$ cat src/hdl/idsm_pkg.sv
// Shared types and codes for the IO data startup monitor.
// No dependencies; used by idsm_chan_flags and io_data_startup_monitor.
`timescale 1ns / 1ps

package idsm_pkg;

	// Monitor states
	localparam logic [1:0] ST_IDLE    = 2'd0;
	localparam logic [1:0] ST_STARTUP = 2'd1;
	localparam logic [1:0] ST_WDATA   = 2'd2;
	localparam logic [1:0] ST_DATA    = 2'd3;

	// Request kinds
	localparam logic [1:0] REQ_MGR      = 2'd0;
	localparam logic [1:0] REQ_CONS_RUN = 2'd1;
	localparam logic [1:0] REQ_NEW_DATA = 2'd2;
	localparam logic [1:0] REQ_POLL     = 2'd3;

	// Manager events
	localparam logic [1:0] EV_ABORT     = 2'd0;
	localparam logic [1:0] EV_STARTUP   = 2'd1;
	localparam logic [1:0] EV_PRM_END   = 2'd2;
	localparam logic [1:0] EV_DATA      = 2'd3;

	// Configuration register indexes
	localparam logic [1:0] CFG_NUM_CH   = 2'd0;
	localparam logic [1:0] CFG_OUT_MASK = 2'd1;
	localparam logic [1:0] CFG_ADV      = 2'd2;

	// Channels beyond this never count as output type
	localparam int MASK_W = 8;

	// Commands from the sequencer to the channel flag bank
	typedef struct packed {
		logic       clr;   // clear flags of output channels in use
		logic       wr;    // store one flag
		logic [7:0] idx;   // channel addressed by the store
		logic       val;   // value stored
	} chan_ctl_t;

	// Status from the flag bank
	typedef struct packed {
		logic in_range;    // idx names a channel in use
		logic all_started; // every output channel in use has started
	} chan_stat_t;

endpackage

$ cat src/hdl/idsm_chan_flags.sv
// Per-channel started flags with the all-started reduction.
// Depends on idsm_pkg (chan_ctl_t, chan_stat_t, MASK_W).
`timescale 1ns / 1ps

module idsm_chan_flags #(
	parameter int MAX_CHANNELS = 8
) (
	input  logic                  clk,
	input  logic                  arst_n,
	input  logic [7:0]            n_use,
	input  logic [7:0]            out_mask,
	input  idsm_pkg::chan_ctl_t   ctl,
	input  logic                  commit,
	output idsm_pkg::chan_stat_t  stat
);

	localparam int IDX_W = (MAX_CHANNELS > 1) ? $clog2(MAX_CHANNELS) : 1;

	logic [MAX_CHANNELS-1:0] started_q;
	logic [MAX_CHANNELS-1:0] watch;   // in use and of output type
	logic [IDX_W-1:0]        wr_sel;

	assign wr_sel = ctl.idx[IDX_W-1:0];
	assign stat.in_range = (ctl.idx < n_use);
	assign stat.all_started = &(~watch | started_q);

	genvar gi;
	generate
		for (gi = 0; gi < MAX_CHANNELS; gi++) begin : g_ch
			localparam logic [7:0] CH = 8'(gi);

			// Channel is watched when in use and flagged as output
			if (gi < idsm_pkg::MASK_W) begin : g_mask
				assign watch[gi] = (CH < n_use) && out_mask[gi];
			end else begin : g_nomask
				assign watch[gi] = 1'b0;
			end

			always_ff @(posedge clk or negedge arst_n) begin
				if (!arst_n) begin
					started_q[gi] <= 1'b0;
				end else if (commit) begin
					if (ctl.clr && watch[gi]) begin
						started_q[gi] <= 1'b0;
					end else if (ctl.wr && stat.in_range && (wr_sel == IDX_W'(gi))) begin
						started_q[gi] <= ctl.val;
					end
				end
			end
		end
	endgenerate

endmodule

$ cat src/hdl/io_data_startup_monitor.sv
// Top level of the IO data startup monitor: input stage, state sequencer,
// result register. Depends on idsm_pkg and idsm_chan_flags.
`timescale 1ns / 1ps

// One event word enters per cycle while the output is drained. The word is
// held in an input register; the state machine and the channel flag
// reduction decide between that register and the result register, where
// its result word is registered, and the state is updated as the word
// moves on. A result waiting at the output holds the word in the input
// register. An empty input register still takes one more word, and after
// that the input stalls until the result is taken. Sustained throughput is
// one word per cycle while the output is drained. The started flags are
// flip-flops cleared by reset.
module io_data_startup_monitor #(
	parameter int MAX_CHANNELS = 8
) (
	input  logic        clk,
	input  logic        arst_n,
	// event stream
	input  logic        s_tvalid,
	output logic        s_tready,
	input  logic [15:0] s_tdata,  // event_code[1:0], channel_index[9:2], flag_value[10], zero
	input  logic [1:0]  s_tuser,  // req_type[1:0]
	// result stream
	output logic        m_tvalid,
	input  logic        m_tready,
	output logic [7:0]  m_tdata,  // monitor_state[1:0], status[2], abort_request[3],
	                              // info_valid[4], all_started[5], zero[7:6]
	// configuration writes
	input  logic        cfg_valid,
	output logic        cfg_ready,
	input  logic [1:0]  cfg_index,
	input  logic [7:0]  cfg_data
);

	// Configuration registers
	logic [3:0] num_ch_q;
	logic [7:0] out_mask_q;
	logic       adv_q;

	assign cfg_ready = 1'b1;

	always_ff @(posedge clk or negedge arst_n) begin
		if (!arst_n) begin
			num_ch_q   <= '0;
			out_mask_q <= '0;
			adv_q      <= 1'b0;
		end else if (cfg_valid) begin
			case (cfg_index)
				idsm_pkg::CFG_NUM_CH:   num_ch_q   <= cfg_data[3:0];
				idsm_pkg::CFG_OUT_MASK: out_mask_q <= cfg_data;
				idsm_pkg::CFG_ADV:      adv_q      <= cfg_data[0];
				default:                ;
			endcase
		end
	end

	// Channels in use, limited to the flag bank size
	localparam logic [7:0] MAX_CH8 = 8'(MAX_CHANNELS);
	logic [7:0] n_use;
	assign n_use = ({4'b0, num_ch_q} > MAX_CH8) ? MAX_CH8 : {4'b0, num_ch_q};

	// Input register
	logic       valid_s1;
	logic [1:0] req_s1;
	logic [1:0] ev_s1;
	logic [7:0] ch_s1;
	logic       flag_s1;
	logic       adv_s1;

	logic       out_valid_q;
	logic [7:0] out_data_q;

	assign adv_s1   = valid_s1 && (!out_valid_q || m_tready);
	assign s_tready = !valid_s1 || adv_s1;

	always_ff @(posedge clk or negedge arst_n) begin
		if (!arst_n) begin
			valid_s1 <= 1'b0;
		end else if (s_tready) begin
			valid_s1 <= s_tvalid;
		end
	end

	always_ff @(posedge clk) begin
		if (s_tvalid && s_tready) begin
			req_s1  <= s_tuser;
			ev_s1   <= s_tdata[1:0];
			ch_s1   <= s_tdata[9:2];
			flag_s1 <= s_tdata[10];
		end
	end

	// Sequencer state
	logic [1:0] state_q;
	logic       poll_q;

	logic [1:0]           state_d;
	logic                 poll_d;
	logic                 status_d;
	logic                 abort_d;
	logic                 info_d;
	logic                 possible_d;
	idsm_pkg::chan_ctl_t  ctl;
	idsm_pkg::chan_stat_t cstat;

	idsm_chan_flags #(
		.MAX_CHANNELS(MAX_CHANNELS)
	) u_flags (
		.clk      (clk),
		.arst_n   (arst_n),
		.n_use    (n_use),
		.out_mask (out_mask_q),
		.ctl      (ctl),
		.commit   (adv_s1),
		.stat     (cstat)
	);

	// Next state and result for the word in the input register
	always_comb begin
		state_d    = state_q;
		poll_d     = poll_q;
		status_d   = 1'b0;
		abort_d    = 1'b0;
		info_d     = 1'b0;
		possible_d = 1'b0;
		ctl.clr    = 1'b0;
		ctl.wr     = 1'b0;
		ctl.idx    = ch_s1;
		ctl.val    = flag_s1;
		case (req_s1)
			idsm_pkg::REQ_MGR: begin
				case (state_q)
					idsm_pkg::ST_IDLE: begin
						if (ev_s1 == idsm_pkg::EV_ABORT) begin
							poll_d = 1'b0;
						end else if (ev_s1 == idsm_pkg::EV_STARTUP) begin
							ctl.clr = 1'b1;
							poll_d  = 1'b0;
							state_d = idsm_pkg::ST_STARTUP;
						end
					end
					idsm_pkg::ST_STARTUP: begin
						if (ev_s1 == idsm_pkg::EV_ABORT) begin
							poll_d  = 1'b0;
							state_d = idsm_pkg::ST_IDLE;
						end else if (ev_s1 == idsm_pkg::EV_STARTUP) begin
							ctl.clr = 1'b1;
							state_d = idsm_pkg::ST_WDATA;
						end else if (ev_s1 == idsm_pkg::EV_PRM_END) begin
							poll_d  = 1'b1;
							state_d = idsm_pkg::ST_WDATA;
						end
					end
					idsm_pkg::ST_WDATA: begin
						if (ev_s1 == idsm_pkg::EV_ABORT) begin
							poll_d  = 1'b0;
							state_d = idsm_pkg::ST_IDLE;
						end else if (ev_s1 == idsm_pkg::EV_DATA) begin
							poll_d  = 1'b0;
							state_d = idsm_pkg::ST_DATA;
						end
					end
					default: begin
						if (ev_s1 == idsm_pkg::EV_ABORT) begin
							poll_d  = 1'b0;
							state_d = idsm_pkg::ST_IDLE;
						end
					end
				endcase
			end
			idsm_pkg::REQ_CONS_RUN: begin
				// stop asks for abort in legacy startup or in data
				if (state_q == idsm_pkg::ST_STARTUP) begin
					abort_d = !adv_q && !flag_s1;
				end else if (state_q == idsm_pkg::ST_WDATA) begin
					ctl.wr   = 1'b1;
					status_d = !cstat.in_range;
				end else if (state_q == idsm_pkg::ST_DATA) begin
					abort_d = !flag_s1;
				end
			end
			idsm_pkg::REQ_NEW_DATA: begin
				if (state_q == idsm_pkg::ST_WDATA) begin
					ctl.wr   = 1'b1;
					status_d = !cstat.in_range;
				end
			end
			default: begin
				// poll tick
				if (state_q == idsm_pkg::ST_WDATA && poll_q) begin
					info_d     = 1'b1;
					possible_d = cstat.all_started;
				end else begin
					poll_d = 1'b0;
				end
			end
		endcase
	end

	always_ff @(posedge clk or negedge arst_n) begin
		if (!arst_n) begin
			state_q <= idsm_pkg::ST_IDLE;
			poll_q  <= 1'b0;
		end else if (adv_s1) begin
			state_q <= state_d;
			poll_q  <= poll_d;
		end
	end

	// Result register
	always_ff @(posedge clk or negedge arst_n) begin
		if (!arst_n) begin
			out_valid_q <= 1'b0;
		end else if (adv_s1) begin
			out_valid_q <= 1'b1;
		end else if (m_tready) begin
			out_valid_q <= 1'b0;
		end
	end

	always_ff @(posedge clk) begin
		if (adv_s1) begin
			out_data_q <= {2'b00, possible_d, info_d, abort_d, status_d, state_d};
		end
	end

	assign m_tvalid = out_valid_q;
	assign m_tdata  = out_data_q;

	// Checks
	a_report_in_wdata: assert property (@(posedge clk) disable iff (!arst_n)
		out_valid_q && out_data_q[4] |-> out_data_q[1:0] == idsm_pkg::ST_WDATA)
		else $error("poll report outside wait-data");
	a_possible_needs_info: assert property (@(posedge clk) disable iff (!arst_n)
		out_valid_q && out_data_q[5] |-> out_data_q[4])
		else $error("all_started without info_valid");
	a_abort_state: assert property (@(posedge clk) disable iff (!arst_n)
		out_valid_q && out_data_q[3] |->
		(out_data_q[1:0] == idsm_pkg::ST_STARTUP || out_data_q[1:0] == idsm_pkg::ST_DATA))
		else $error("abort request in wrong state");
	a_poll_only_wdata: assert property (@(posedge clk) disable iff (!arst_n)
		poll_q |-> state_q == idsm_pkg::ST_WDATA)
		else $error("polling running outside wait-data");

endmodule
$ cat config.mk
export PLATFORM = sky130hd
export DESIGN_NAME = io_data_startup_monitor
export DESIGN_NICKNAME = d
export VERILOG_FILES = /design/src/hdl/idsm_pkg.sv /design/src/hdl/idsm_chan_flags.sv /design/src/hdl/io_data_startup_monitor.sv
export SDC_FILE = /design/constraint.sdc
export NUM_CORES = 1
export LEC_CHECK = 0
export ABC_AREA = 1
export BUFFER_PORTS_ARGS = -buffer_cell sky130_fd_sc_hd__clkbuf_2
export CAP_MARGIN = 25
export CELL_PAD_IN_SITES_DETAIL_PLACEMENT = 1
export CELL_PAD_IN_SITES_GLOBAL_PLACEMENT = 2
export CORE_ASPECT_RATIO = 2
export CORE_MARGIN = 4
export CORE_UTILIZATION = 35
export CTS_CLUSTER_DIAMETER = 80
export CTS_CLUSTER_SIZE = 20
export DETAILED_ROUTE_END_ITERATION = 7
export PLACE_DENSITY_LB_ADDON = 0.1
export REMOVE_ABC_BUFFERS = 1
export SLEW_MARGIN = 20
export SYNTH_ARGS = -nofsm -noshare
export SYNTH_HDL_FRONTEND = slang
export SYNTH_SLANG_ARGS = --single-unit
export TNS_END_PERCENT = 100
$ cat constraint.sdc
create_clock -name clk -period 2.9 [get_ports clk]
set_input_delay 0.29 -clock clk [delete_from_list [all_inputs] [get_ports clk]]
set_output_delay 0.29 -clock clk [all_outputs]
set_load 0.02 [all_outputs]
==> summary.txt <==
Final period util: 69.90%
Outcome: finished clean
Tightest Pin Transition: 696.6 ps
Setup TNS: 0 ps
Core Box Area: 6726 um2
Util after Layout: 42.95%
Count of different cell masters after synthesis: 31
CTS tree: yes
Final hold violation count: 0
Area of the multi-input gates: 1035 um2
Fillers: 876
Pwr Density: 688.8 nW/um2
Die width: 67.16 um
Hold WS: 27.14 ps
Clk buf depth: 2
Initial antenna violation count: 0
Die Area: 8483 um2
FP Rows: 42
Die Height: 126.3 um
Register bit total from synthesis: 45
Mapped Area: 2450 um2
Clock root buffer: clkbuf_16
CTS Sinks: 45
RSZ-0062 raised after global routing: false
Mux cell area share after synthesis: 1.379%
Critical Path AT: 2210 ps
Fin. max-slew vios: 0
Largest family of logic cells by synthesized area: simple AND/OR/NAND/NOR gates
Share of the yosys chip area belonging to registers: 49.85%
Mean area per synthesized cell: 8.506 um2
Post-CTS Hold Buffers: 0
Relative slew margins: 53.56%
Share of cells above drive strength 1: 17.74%
DRC viols: 0
H-tree levels: 2
Dpl hpwl: 4.871 mm
Hold Crit Class: input port to async pin
Area grow syn2layout: 17.93%
VDD IR max: 0.3321 mV
CTS resizes: 0
Max Freq: 493.3 MHz
GRT Util Overall: 16.02%
Largest net degree at the start of global routing: 27
Port bufs: 35
Sequential cell area: 1221 um2
Total gr overflow: 0
Final setup viols: 0
Vias in the first global route: 2139
Crit path kind: flop to flop
CP Max Fanout: 9
Xor-xnor portion of the synthesized cell area: 0%
Total CTS buffers: 5
# IOs: 44
Element type at the critical path end: flop
WP data required: 3080 ps
Clock transition at the registers of the reported paths: 60 ps
TritonRoute pass-1 iters: 4
Number of post-CTS setup repair buffers: 0
Initial drt markers: 45
Vias/cell: 4.865
First-pass GRT wire length: 10.09 mm
Routed wire length per instance: 14.54 um
DRT Wirelength: 6.033 mm
Clk_skew: 4.700 ps
Nets@finish: 370
Placer Congestion: 0.8331
Number of max-cap violations: 0
Antenna Nets Post-Route: 0
Number of synthesis warnings: 0
Compound-Gate Fraction of Synth Area: 5.873%
Clk Latency, worst-skew pair: 290 ps
Initial Util: 36.42%
Via count: 2019
N_diodes: 0
Post-synthesis instance total: 288
Min Tclk post-route: 2027 ps
Leakage power: 1.417 nW
Synth Area in Adders: 5.618%
Worst setup SP type: flop
Synth Area in Simple Gates: 28.91%
-- layout by cell type, fill, tap and decap left out, drive strengths merged --
cell    Yosys  routed
mux2        3       3
conb        2       3
a31o        1       1
nor2       27      27
edfxtp     19      19
ha         11      11
bufinv      0       2
nor3       15      15
dfrtp      26      26
inv        41      41
o211ai      1       1
o22ai       1       1
clkinv      1       2
or2         2       2
a31oi       1       1
o21ai      17      17
clkbuf      2      40
nand2      76      76
nor3b       2       2
nand3      19      19
a21boi      2       2
nand4      13      13
a21oi       3       3
-- registers in the layout (all words and copies together), names as in the netlist, 2 cells and up --
signal / count
ev_s1: 2
req_s1: 2
u_flags.started_q: 8
ch_s1: 8
state_q: 2
num_ch_q: 4
m_tdata: 6
out_mask_q: 8
-- worst max-delay path, stage by stage, from the launching register on --
cell	delay, ps
dfrtp_1	460
inv_1	140
ha_1	320
nand2_1	70
nand2_1	80
nor3_4	280
nand4_1	250
nand2_1	140
nand2_1	60
nand2_1	70
nand2_1	40
-- cells by family after synthesis --
| family | count (synthesis) |
|---|---|
| mux | 3 |
| compound gates | 26 |
| simple gates | 154 |
| other cells | 2 |
| fa+ha+maj | 11 |
| buf+inv | 47 |
| flops | 45 |
-- per-stage QoR --
stage / cell area, um2 / setup slack (ps) / power [mW] / instances
floorplan: 2414 / 1288 / 1.136 / 284
global placement: 2699 / 884.7 / 1.275 / 407
detailed placement: 2699 / 856.1 / 1.283 / 407
CTS: 2889 / 839.6 / 2.024 / 415
global route: 2889 / 588.1 / 2.121 / 415
finish: 2889 / 872.9 / 1.990 / 415
-- cell usage after synthesis (all sizes together) --
library cell	n	area, um2
nand2	76	297.8
ha	11	137.6
clkbuf	2	17.51
o21ai	17	85.08
o211ai	1	7.510
o22ai	1	6.260
buf	3	22.52
nor2	27	108.9
nand4	13	81.33
nor3	15	86.34
inv	41	153.9
mux2	3	33.78
a21oi	3	15.01
nand3	19	95.09
a31o	1	8.760
a31oi	1	6.260
dfrtp	26	650.6
conb	2	7.510
or2	2	12.51
edfxtp	19	570.6
nor3b	2	26.28
clkinv	1	3.750
a21boi	2	15.01
-- routing by layer --
metal  global-route usage (%)  vias to the layer above  wire length (um)
li1                         -                     1018                 -
met1                    14.73                      957              1987
met2                    31.15                       30              3641
met3                    2.743                       14               170
met4                    8.373                        0               233
met5                        0                        -                 0
-- final timing paths --
check | depth (start not counted) | slack, ps | to | startpoint
max in group asynchronous | 1 | 2410 | num_ch_q[1] | arst_n
worst max-delay path | 10 | 870 | u_flags.started_q[4] | num_ch_q[3]
worst min register to register | 2 | 480 | u_flags.started_q[6] | u_flags.started_q[6]
min in group clk | 1 | 170 | ch_s1[2] | s_tdata[4]
worst min-delay path | 1 | 30 | valid_s1 | arst_n
worst max register to register | 10 | 870 | u_flags.started_q[4] | num_ch_q[3]
-- where the power goes --
part	total [mW]	internal, mW	switching (mW)	leakage (nW)
logic	0.402	0.135	0.267	0.807
clock network	0.732	0.492	0.240	0.0938
registers	0.855	0.774	0.0812	0.516
-- final cells by class --
| cell class | count | area share (%) |
|---|---|---|
| sequential | 45 | 42.27 |
| multi-input combinational | 197 | 35.82 |
| timing repair buffer | 35 | 6.063 |
| inverter | 42 | 5.457 |
| clock buffer | 5 | 4.331 |
| tap | 88 | 3.811 |
| clock inverter | 3 | 2.252 |
No activity file was read; power rests on OpenSTA's default activity.
